### src/hw/rtl/csi_pkg.sv
// Shared types and constants for the CSI escape sequence parser.
// Used by csi_ctrl, csi_dp and the csi_escape_sequence_parser top level.
`default_nettype none

package csi_pkg;

	// Byte codes of the terminal stream.
	localparam logic [7:0] CH_ESC      = 8'h1B;
	localparam logic [7:0] CH_BRACKET  = 8'h5B;
	localparam logic [7:0] CH_SEMI     = 8'h3B;
	localparam logic [7:0] CH_ZERO     = 8'h30;
	localparam logic [7:0] CH_NINE     = 8'h39;
	localparam logic [7:0] FINAL_LO    = 8'h40;
	localparam logic [7:0] FINAL_HI    = 8'h7E;

	// Result status codes.
	typedef enum logic [2:0] {
		ST_ARG       = 3'd0,
		ST_PLAIN     = 3'd1,
		ST_NOBRACKET = 3'd2,
		ST_TOOMANY   = 3'd3,
		ST_BADFINAL  = 3'd4
	} csi_status_t;

	// Source of the payload loaded into the output register.
	typedef enum logic [1:0] {
		SRC_NONE,
		SRC_PLAIN_IN,
		SRC_PLAIN_HELD,
		SRC_ARG
	} csi_src_t;

	// Controller states.
	typedef enum logic [2:0] {
		S_IDLE,
		S_ESC,
		S_CSI,
		S_PLAIN,
		S_ARG_RD,
		S_ARG_OUT
	} csi_state_t;

	// Commands from the controller to the datapath.
	typedef struct packed {
		logic        take;
		logic        clr_args;
		logic        acc_digit;
		logic        push_arg;
		logic        rd_arg;
		logic        emit_inc;
		logic        out_load;
		csi_src_t    out_src;
		csi_status_t out_code;
		logic        out_last;
	} csi_cmd_t;

	// Status from the datapath to the controller.
	typedef struct packed {
		logic out_free;
		logic full;
		logic emit_last;
		logic is_esc;
		logic is_bracket;
		logic is_digit;
		logic is_semi;
		logic is_final;
	} csi_stat_t;

endpackage

`default_nettype wire

### src/hw/rtl/csi_ctrl.sv
// Controller state machine of the CSI escape sequence parser.
// Depends on csi_pkg; drives the commands of csi_dp and the input stall.
`default_nettype none

module csi_ctrl
	import csi_pkg::*;
(
	input  wire logic      clk,
	input  wire logic      arst_n,
	input  wire logic      in_valid,
	output logic           in_stall,
	input  wire csi_stat_t stat,
	output csi_cmd_t       cmd
);

	csi_state_t state_q;
	csi_state_t state_nxt;
	logic       parse_state;
	logic       take;

	// Input bytes are taken only in the parsing states with room at the output.
	assign parse_state = (state_q == S_IDLE) || (state_q == S_ESC) || (state_q == S_CSI);
	assign in_stall    = !(parse_state && stat.out_free);
	assign take        = in_valid && !in_stall;

	// State register.
	always_ff @(posedge clk or negedge arst_n) begin
		if (!arst_n) begin
			state_q <= S_IDLE;
		end else begin
			state_q <= state_nxt;
		end
	end

	// Next state.
	always_comb begin
		state_nxt = state_q;
		case (state_q)
			S_IDLE: begin
				if (take && stat.is_esc) begin
					state_nxt = S_ESC;
				end
			end
			S_ESC: begin
				if (take) begin
					if (stat.is_bracket) begin
						state_nxt = S_CSI;
					end else if (stat.is_esc) begin
						state_nxt = S_ESC;
					end else begin
						state_nxt = S_PLAIN;
					end
				end
			end
			S_CSI: begin
				if (take && !stat.is_digit) begin
					if (stat.full) begin
						state_nxt = S_IDLE;
					end else if (stat.is_semi) begin
						state_nxt = S_CSI;
					end else if (stat.is_final) begin
						state_nxt = S_ARG_RD;
					end else begin
						state_nxt = S_IDLE;
					end
				end
			end
			S_PLAIN: begin
				if (stat.out_free) begin
					state_nxt = S_IDLE;
				end
			end
			S_ARG_RD: begin
				state_nxt = S_ARG_OUT;
			end
			S_ARG_OUT: begin
				if (stat.out_free) begin
					state_nxt = stat.emit_last ? S_IDLE : S_ARG_RD;
				end
			end
			default: begin
				state_nxt = S_IDLE;
			end
		endcase
	end

	// Command outputs.
	always_comb begin
		cmd           = '0;
		cmd.take      = take;
		cmd.out_src   = SRC_NONE;
		cmd.out_code  = ST_ARG;
		case (state_q)
			S_IDLE: begin
				if (take && !stat.is_esc) begin
					cmd.out_load = 1'b1;
					cmd.out_src  = SRC_PLAIN_IN;
					cmd.out_code = ST_PLAIN;
					cmd.out_last = 1'b1;
				end
			end
			S_ESC: begin
				if (take) begin
					if (stat.is_bracket) begin
						cmd.clr_args = 1'b1;
					end else begin
						// A following ESC opens a new sequence, so it closes the results.
						cmd.out_load = 1'b1;
						cmd.out_code = ST_NOBRACKET;
						cmd.out_last = stat.is_esc;
					end
				end
			end
			S_CSI: begin
				if (take) begin
					if (stat.is_digit) begin
						cmd.acc_digit = 1'b1;
					end else if (stat.full) begin
						cmd.out_load = 1'b1;
						cmd.out_code = ST_TOOMANY;
						cmd.out_last = 1'b1;
					end else begin
						cmd.push_arg = 1'b1;
						if (!stat.is_semi && !stat.is_final) begin
							cmd.out_load = 1'b1;
							cmd.out_code = ST_BADFINAL;
							cmd.out_last = 1'b1;
						end
					end
				end
			end
			S_PLAIN: begin
				if (stat.out_free) begin
					cmd.out_load = 1'b1;
					cmd.out_src  = SRC_PLAIN_HELD;
					cmd.out_code = ST_PLAIN;
					cmd.out_last = 1'b1;
				end
			end
			S_ARG_RD: begin
				cmd.rd_arg = 1'b1;
			end
			S_ARG_OUT: begin
				if (stat.out_free) begin
					cmd.out_load = 1'b1;
					cmd.out_src  = SRC_ARG;
					cmd.out_code = ST_ARG;
					cmd.out_last = stat.emit_last;
					cmd.emit_inc = !stat.emit_last;
				end
			end
			default: begin
				cmd.take = 1'b0;
			end
		endcase
	end

	// A read of the argument store is always followed by its emission.
	a_rd_then_out: assert property (@(posedge clk) disable iff (!arst_n)
		state_q == S_ARG_RD |=> state_q == S_ARG_OUT)
		else $error("argument read not followed by emission");

	// No byte is taken while results of the previous one are still being produced.
	a_no_take_busy: assert property (@(posedge clk) disable iff (!arst_n)
		(state_q == S_PLAIN || state_q == S_ARG_RD || state_q == S_ARG_OUT) |-> in_stall)
		else $error("input taken while emitting");

	// An argument is never stored into a full store.
	a_push_room: assert property (@(posedge clk) disable iff (!arst_n)
		cmd.push_arg |-> !stat.full)
		else $error("argument pushed into full store");

endmodule

`default_nettype wire

### src/hw/rtl/csi_dp.sv
// Datapath of the CSI escape sequence parser: byte decode, argument
// accumulator, argument store and output register. Depends on csi_pkg.
`default_nettype none

module csi_dp
	import csi_pkg::*;
#(
	parameter int MAX_ARGS  = 16,
	parameter int ARG_WIDTH = 16
) (
	input  wire logic        clk,
	input  wire logic        arst_n,
	input  wire logic [7:0]  byte_in,
	input  wire csi_cmd_t    cmd,
	output csi_stat_t        stat,
	output logic             out_valid,
	input  wire logic        out_stall,
	output logic [2:0]       status,
	output logic [7:0]       plain_byte,
	output logic [7:0]       final_kind,
	output logic [15:0]      arg_value,
	output logic [3:0]       arg_index,
	output logic             last
);

	localparam int IDX_W = (MAX_ARGS > 1) ? $clog2(MAX_ARGS) : 1;
	localparam int CNT_W = $clog2(MAX_ARGS + 1);

	logic [ARG_WIDTH-1:0] cur_q;
	logic [CNT_W-1:0]     count_q;
	logic [IDX_W-1:0]     emit_idx_q;
	logic [7:0]           hold_q;
	logic [ARG_WIDTH-1:0] arg_mem [MAX_ARGS];
	logic [ARG_WIDTH-1:0] rdata_q;

	logic                 out_valid_q;
	csi_status_t          status_q;
	logic [7:0]           plain_q;
	logic [7:0]           final_q;
	logic [15:0]          value_q;
	logic [3:0]           index_q;
	logic                 last_q;

	logic [7:0]           digit_off;
	logic [ARG_WIDTH+3:0] prod;
	logic [ARG_WIDTH-1:0] cur_sat;
	logic [ARG_WIDTH+15:0] rdata_ext;
	logic [IDX_W+3:0]     idx_ext;

	// Byte decode.
	assign digit_off       = byte_in - CH_ZERO;
	assign stat.is_esc     = (byte_in == CH_ESC);
	assign stat.is_bracket = (byte_in == CH_BRACKET);
	assign stat.is_semi    = (byte_in == CH_SEMI);
	assign stat.is_digit   = (byte_in >= CH_ZERO) && (byte_in <= CH_NINE);
	assign stat.is_final   = (byte_in >= FINAL_LO) && (byte_in <= FINAL_HI);

	// Store occupancy and emission position.
	assign stat.full      = (count_q == CNT_W'(MAX_ARGS));
	assign stat.emit_last = ((CNT_W'(emit_idx_q) + CNT_W'(1)) == count_q);
	assign stat.out_free  = !out_valid_q || !out_stall;

	// Decimal accumulate: value times ten plus the digit, saturated.
	assign prod = {1'b0, cur_q, 3'b000} + {3'b000, cur_q, 1'b0}
		+ {ARG_WIDTH'(0), digit_off[3:0]};
	assign cur_sat = (|prod[ARG_WIDTH+3:ARG_WIDTH]) ? {ARG_WIDTH{1'b1}} : prod[ARG_WIDTH-1:0];

	// Argument accumulator, count and emission index.
	always_ff @(posedge clk or negedge arst_n) begin
		if (!arst_n) begin
			cur_q      <= '0;
			count_q    <= '0;
			emit_idx_q <= '0;
		end else begin
			if (cmd.clr_args) begin
				cur_q      <= '0;
				count_q    <= '0;
				emit_idx_q <= '0;
			end else begin
				if (cmd.acc_digit) begin
					cur_q <= cur_sat;
				end else if (cmd.push_arg) begin
					cur_q   <= '0;
					count_q <= count_q + CNT_W'(1);
				end
				if (cmd.emit_inc) begin
					emit_idx_q <= emit_idx_q + IDX_W'(1);
				end
			end
		end
	end

	// Last accepted byte: the held plain byte or the final byte of a sequence.
	always_ff @(posedge clk) begin
		if (cmd.take) begin
			hold_q <= byte_in;
		end
	end

	// Argument store with one write port and one registered read port.
	always_ff @(posedge clk) begin
		if (cmd.push_arg) begin
			arg_mem[count_q[IDX_W-1:0]] <= cur_q;
		end
		if (cmd.rd_arg) begin
			rdata_q <= arg_mem[emit_idx_q];
		end
	end

	assign rdata_ext = {16'h0000, rdata_q};
	assign idx_ext   = {4'h0, emit_idx_q};

	// Output register valid.
	always_ff @(posedge clk or negedge arst_n) begin
		if (!arst_n) begin
			out_valid_q <= 1'b0;
		end else if (cmd.out_load) begin
			out_valid_q <= 1'b1;
		end else if (!out_stall) begin
			out_valid_q <= 1'b0;
		end
	end

	// Output register payload.
	always_ff @(posedge clk) begin
		if (cmd.out_load) begin
			status_q <= cmd.out_code;
			last_q   <= cmd.out_last;
			plain_q  <= 8'h00;
			final_q  <= 8'h00;
			value_q  <= 16'h0000;
			index_q  <= 4'h0;
			case (cmd.out_src)
				SRC_PLAIN_IN: begin
					plain_q <= byte_in;
				end
				SRC_PLAIN_HELD: begin
					plain_q <= hold_q;
				end
				SRC_ARG: begin
					final_q <= hold_q;
					value_q <= rdata_ext[15:0];
					index_q <= idx_ext[3:0];
				end
				default: begin
					plain_q <= 8'h00;
				end
			endcase
		end
	end

	assign out_valid  = out_valid_q;
	assign status     = status_q;
	assign plain_byte = plain_q;
	assign final_kind = final_q;
	assign arg_value  = value_q;
	assign arg_index  = index_q;
	assign last       = last_q;

	// The output register is never overwritten while a result waits.
	a_no_overwrite: assert property (@(posedge clk) disable iff (!arst_n)
		cmd.out_load |-> stat.out_free)
		else $error("output register overwritten");

	// The store never holds more than its depth.
	a_count_bound: assert property (@(posedge clk) disable iff (!arst_n)
		count_q <= CNT_W'(MAX_ARGS))
		else $error("argument count out of range");

	// Only stored arguments are read back.
	a_read_stored: assert property (@(posedge clk) disable iff (!arst_n)
		cmd.rd_arg |-> (CNT_W'(emit_idx_q) < count_q))
		else $error("read of an argument not stored");

endmodule

`default_nettype wire

### src/hw/rtl/csi_escape_sequence_parser.sv
// Top level of the CSI escape sequence parser: controller and datapath.
// Depends on csi_pkg, csi_ctrl and csi_dp.
//
//   Channel  Direction  Handshake           Payload
//   input    in         in_valid/in_stall   byte_in
//   output   out        out_valid/out_stall status, plain_byte, final_kind,
//                                           arg_value, arg_index, last
//
// A byte that yields at most one result is taken when the output register is
// free or being emptied. ESC followed by a plain byte yields a no-bracket
// result and then the plain byte. After a final byte, each stored argument is
// read from the single read port of the argument store and then emitted.
// Reset clears the controller, argument count and output valid; the argument
// store is not cleared. Output stall holds the result and stalls the input.
`default_nettype none

module csi_escape_sequence_parser
	import csi_pkg::*;
#(
	parameter int MAX_ARGS  = 16,
	parameter int ARG_WIDTH = 16
) (
	input  wire logic        clk,
	input  wire logic        arst_n,
	input  wire logic        in_valid,
	output logic             in_stall,
	input  wire logic [7:0]  byte_in,
	output logic             out_valid,
	input  wire logic        out_stall,
	output logic [2:0]       status,
	output logic [7:0]       plain_byte,
	output logic [7:0]       final_kind,
	output logic [15:0]      arg_value,
	output logic [3:0]       arg_index,
	output logic             last
);

	csi_cmd_t  cmd;
	csi_stat_t stat;

	// Sequencing of each transaction.
	csi_ctrl u_ctrl (
		.clk      (clk),
		.arst_n   (arst_n),
		.in_valid (in_valid),
		.in_stall (in_stall),
		.stat     (stat),
		.cmd      (cmd)
	);

	// Decode, argument storage and output register.
	csi_dp #(
		.MAX_ARGS  (MAX_ARGS),
		.ARG_WIDTH (ARG_WIDTH)
	) u_dp (
		.clk        (clk),
		.arst_n     (arst_n),
		.byte_in    (byte_in),
		.cmd        (cmd),
		.stat       (stat),
		.out_valid  (out_valid),
		.out_stall  (out_stall),
		.status     (status),
		.plain_byte (plain_byte),
		.final_kind (final_kind),
		.arg_value  (arg_value),
		.arg_index  (arg_index),
		.last       (last)
	);

endmodule

`default_nettype wire
### config.mk
export PLATFORM = sky130hd
export DESIGN_NAME = csi_escape_sequence_parser
export DESIGN_NICKNAME = d
export VERILOG_FILES = /design/src/hw/rtl/csi_pkg.sv /design/src/hw/rtl/csi_ctrl.sv /design/src/hw/rtl/csi_dp.sv /design/src/hw/rtl/csi_escape_sequence_parser.sv
export SDC_FILE = /design/constraint.sdc
export NUM_CORES = 1
export LEC_CHECK = 0
export BUFFER_PORTS_ARGS = -buffer_cell sky130_fd_sc_hd__buf_2
export CAP_MARGIN = 10
export CORE_MARGIN = 4
export CORE_UTILIZATION = 40
export CTS_BUF_LIST = sky130_fd_sc_hd__clkbuf_2 sky130_fd_sc_hd__clkbuf_4 sky130_fd_sc_hd__clkbuf_8
export DETAILED_ROUTE_END_ITERATION = 10
export PLACE_DENSITY = 0.56
export REMOVE_ABC_BUFFERS = 1
export SETUP_SLACK_MARGIN = 0.3
export SYNTH_ARGS = -nofsm -noshare
export SYNTH_HDL_FRONTEND = slang
export SYNTH_SLANG_ARGS = --single-unit
### constraint.sdc
create_clock -name clk -period 3.29 [get_ports clk]
set_input_delay 0.1645 -clock clk [delete_from_list [all_inputs] [get_ports clk]]
set_output_delay 0.1645 -clock clk [all_outputs]
set_load 0.01 [all_outputs]
==> results.py <==
metrics = {
    "clock_tree": {
        "clock-sinks": 349,
        "cts_buffers": 57,
        "htreeDepth": 2,
        "clk_path_buf_depth": 3,
        "cts_root_buf": "clkbuf_8",
        "clk_latency_ns": 0.61,
        "cts_tree": "done",
        "cts_setup_buffers": 0,
        "clkTransAtPathRegs_ns": 0.06,
    },
    "floorplanning": {
        "core-area_mm2": 0.0365,
        "initial_core_util_pct": 40.5,
        "boundaryPins": 54,
        "die_w_um": 200,
        "row_count": 70,
        "die-area_mm2": 0.0402,
        "die_h_um": 200,
    },
    "layout": {
        "fin_nets": 1046,
        "seqCellArea_mm2": 0.0103,
        "multi_input_area_mm2": 0.00441,
        "syn_to_final_growth_pct": 18.0,
        "diodes": 0,
        "drive_above_1_share_pct": 33.6,
        "final.fill_count": 3089,
    },
    "grt": {
        "grtUsageMet3_pct": 2.80,
        "grt_max_degree": 52,
        "antenna_found_initial": 1,
        "met2_usage_pct": 27.6,
        "track_usage_pct": 16.7,
        "grt-ovfl-total": 0,
        "grt_pass1_wl_um": 52100,
        "gr-usage-met1_pct": 23.4,
        "grt_pass1_vias": 8500,
        "busiest_layer": "met2",
    },
    "timing": {
        "slew_headroom_pct": 51.4,
        "final.period_utilization_pct": 87.9,
        "fmax_ghz": 0.346,
        "timing.final.ws_setup_ns": 0.399,
        "timing_hold_violations_final": 0,
        "setup_viol": 0,
        "fin_crit_ns": 2.89,
        "worst_pin_slew_ns": 0.727,
        "finalMaxSlewViolations": 0,
        "rsz0062_at_grt": "true",
        "skew_ns": 0.0355,
    },
    "synth": {
        "yosys_warnings": 0,
        "syn_avg_cell_area_um2": 17.7,
        "async_reset_ff_share_pct": 8.31,
        "synthFlopType": "edfxtp_1",
        "synth_edf_count": 320,
        "syn_inst": 835,
        "ys_seq_elements": 349,
        "ys_seq_area_share_pct": 69.8,
        "netlist_area_mm2": 0.0148,
        "synth_cell_types": 63,
    },
    "drt": {
        "vias_per_cell": 5.40,
        "drcViolationCount": 0,
        "wl_per_cell_um": 22.7,
        "drt_iter0_drc": 592,
        "dr.pass1.iters": 5,
        "ant_nets": 0,
        "vias": 8096,
        "wl_um": 34000,
    },
    "worst_setup_path": {
        "crit_type": "flop to flop",
        "cp_max_fo": 16,
        "required_ns": 3.80,
        "cp-end-kind": "flop",
        "worst_setup_path_start_kind": "flop",
        "arrival_ns": 3.41,
    },
    "power_and_ir_drop": {
        "power_mw": 9.06,
        "pwr_density_cell_mw_per_mm2": 519,
        "worst_ir_drop_vdd_mv": 0.266,
        "p_leak_nw": 6.34,
    },
    "placed_design": {
        "detailedPlace.worstSlack_ns": 0.114,
        "place.gp.congestion": 0.812,
        "dp_hpwl_um": 21400,
        "portBuffers": 53,
    },
    "min_path": {
        "min_path_type": "primary input to asynchronous set/reset pin",
    },
    "run_status": {
        "status": "finished, final reports clean",
    },
    "run": {
        "cap_violations": 0,
    },
}
## cell usage after synthesis, types with 4 or more instances
master / n / area share [%]
buf_2: 6 / 0.20
nand4_1: 4 / 0.17
a21oi_1: 27 / 0.91
nand2_1: 26 / 0.66
nor2b_1: 4 / 0.17
inv_1: 12 / 0.30
and2_1: 31 / 1.3
nor3_1: 12 / 0.41
a22oi_1: 17 / 0.86
dfrtp_1: 29 / 4.9
a21o_1: 5 / 0.25
a31oi_1: 7 / 0.30
a211oi_1: 4 / 0.20
buf_1: 4 / 0.10
ha_1: 39 / 3.3
clkbuf_1: 24 / 0.61
edfxtp_1: 320 / 65
and3_1: 4 / 0.17
mux4_2: 80 / 12
xnor2_1: 14 / 0.83
xor2_1: 10 / 0.59
nand3_1: 21 / 0.71
nand2b_1: 8 / 0.34
nor2_1: 51 / 1.3
o21ai_0: 14 / 0.47
## sequential cells by signal, summed over array words and instances (netlist names), 5 cells and up
register	flops
u_dp.arg_mem	256
u_dp.count_q	5
u_dp.arg_value	16
u_dp.final_kind	8
u_dp.rdata_q	16
u_dp.hold_q	8
u_dp.plain_byte	8
u_dp.cur_q	16
## what timing repair did
action	CTS	global route
gates cloned	0	1
hold buffers	11	0
endpoints found under the setup margin	16	21
pin swaps	2	6
hold endpoints to repair	48	0
resized for setup	6	16
## critical path, cell delays in order (launching register included)
cell       delay [ns]
dfrtp_1          0.40
fa_1             0.52
ha_1             0.34
a211oi_2         0.09
o21bai_2         0.18
a2111oi_4        0.10
or4_1            0.53
a221oi_2         0.26
o21ai_2          0.11
buf_12           0.15
o2111ai_1        0.11
## report_power, final
part / internal (mW) / switching, mW / leakage (nW) / total, mW
Combinational: 0.187 / 0.276 / 2.27 / 0.463
Sequential: 4.87 / 0.0328 / 3.47 / 4.91
Clock: 2.08 / 1.62 / 0.598 / 3.69
## cell usage in the layout, fill, tap and decap left out, types with 26 or more instances in the layout
| master | n |
|---|---|
| clkbuf_8 | 62 |
| buf_4 | 67 |
| a21oi_1 | 27 |
| nand2_1 | 26 |
| mux4_2 | 80 |
| clkbuf_4 | 26 |
| nor2_1 | 38 |
| edfxtp_1 | 320 |
| dfrtp_1 | 27 |
| buf_2 | 53 |
| ha_1 | 37 |
| and2_1 | 31 |
## kinds of logic (layout without fill, tap and decap cells)
logic type	Yosys count	in the layout	synth area share, %
flip-flops	349	349	69.8
buffers and inverters	50	246	1.44
AND/OR/NAND/NOR	187	187	6.77
AO/OA/AOI/OAI	101	101	4.63
multiplexers	83	83	12.4
XOR/XNOR	24	24	1.42
adder cells (fa/ha/maj)	41	41	3.57
## cell type report
type / count / share of cell area [%]
clock inverters: 9 / 0.387
inverters: 12 / 0.258
repair buffers: 137 / 5.61
well taps: 468 / 3.35
flip-flops and latches: 349 / 59.2
clock buffers: 88 / 6.00
multi-input cells: 436 / 25.2
## stage by stage
step | std cells | setup TNS (ns) | hold slack, ns | area (um^2) | util (%)
6_report | 1499 | 0 | 0.129 | 17500 | 47.9
5_1_grt | 1499 | 0 | 0.199 | 17500 | 47.9
4_1_cts | 1498 | 0 | 0.130 | 17400 | 47.6
3_5_place_dp | 1390 | 0 | 0.250 | 16100 | 44.2
3_3_place_gp | 1390 | 0 | 0.241 | 16100 | 44.2
2_1_floorplan | 797 | -22.04 | -0.131 | 14600 | -
## per-layer routing
layer | routed length (um) | vias to the layer above
li1 | - | 3670
met1 | 15300 | 4239
met2 | 16900 | 146
met3 | 1230 | 41
met4 | 633 | 0
met5 | 0 | -
## final timing paths
path / cells after the start / slack [ns] / from / end
setup / recovery: 10 / 0.40 / u_dp.cur_q[2]$_DFFE_PN0P_ / u_dp.cur_q[3]$_DFFE_PN0P_
hold / removal: 2 / 0.13 / arst_n / u_dp.out_valid$_DFFE_PN0P_
setup reg to reg: 10 / 0.40 / u_dp.cur_q[2]$_DFFE_PN0P_ / u_dp.cur_q[3]$_DFFE_PN0P_
hold reg to reg: 1 / 0.53 / u_dp.rdata_q[8]$_DFFE_PP_ / u_dp.arg_value[8]$_SDFFCE_PP0P_
max in group asynchronous: 2 / 2.64 / arst_n / u_dp.emit_idx_q[0]$_DFFE_PN0P_
min in group clk: 2 / 0.35 / byte_in[4] / u_dp.hold_q[4]$_DFFE_PP_
Note: power is estimated with default switching activity, not from simulation.
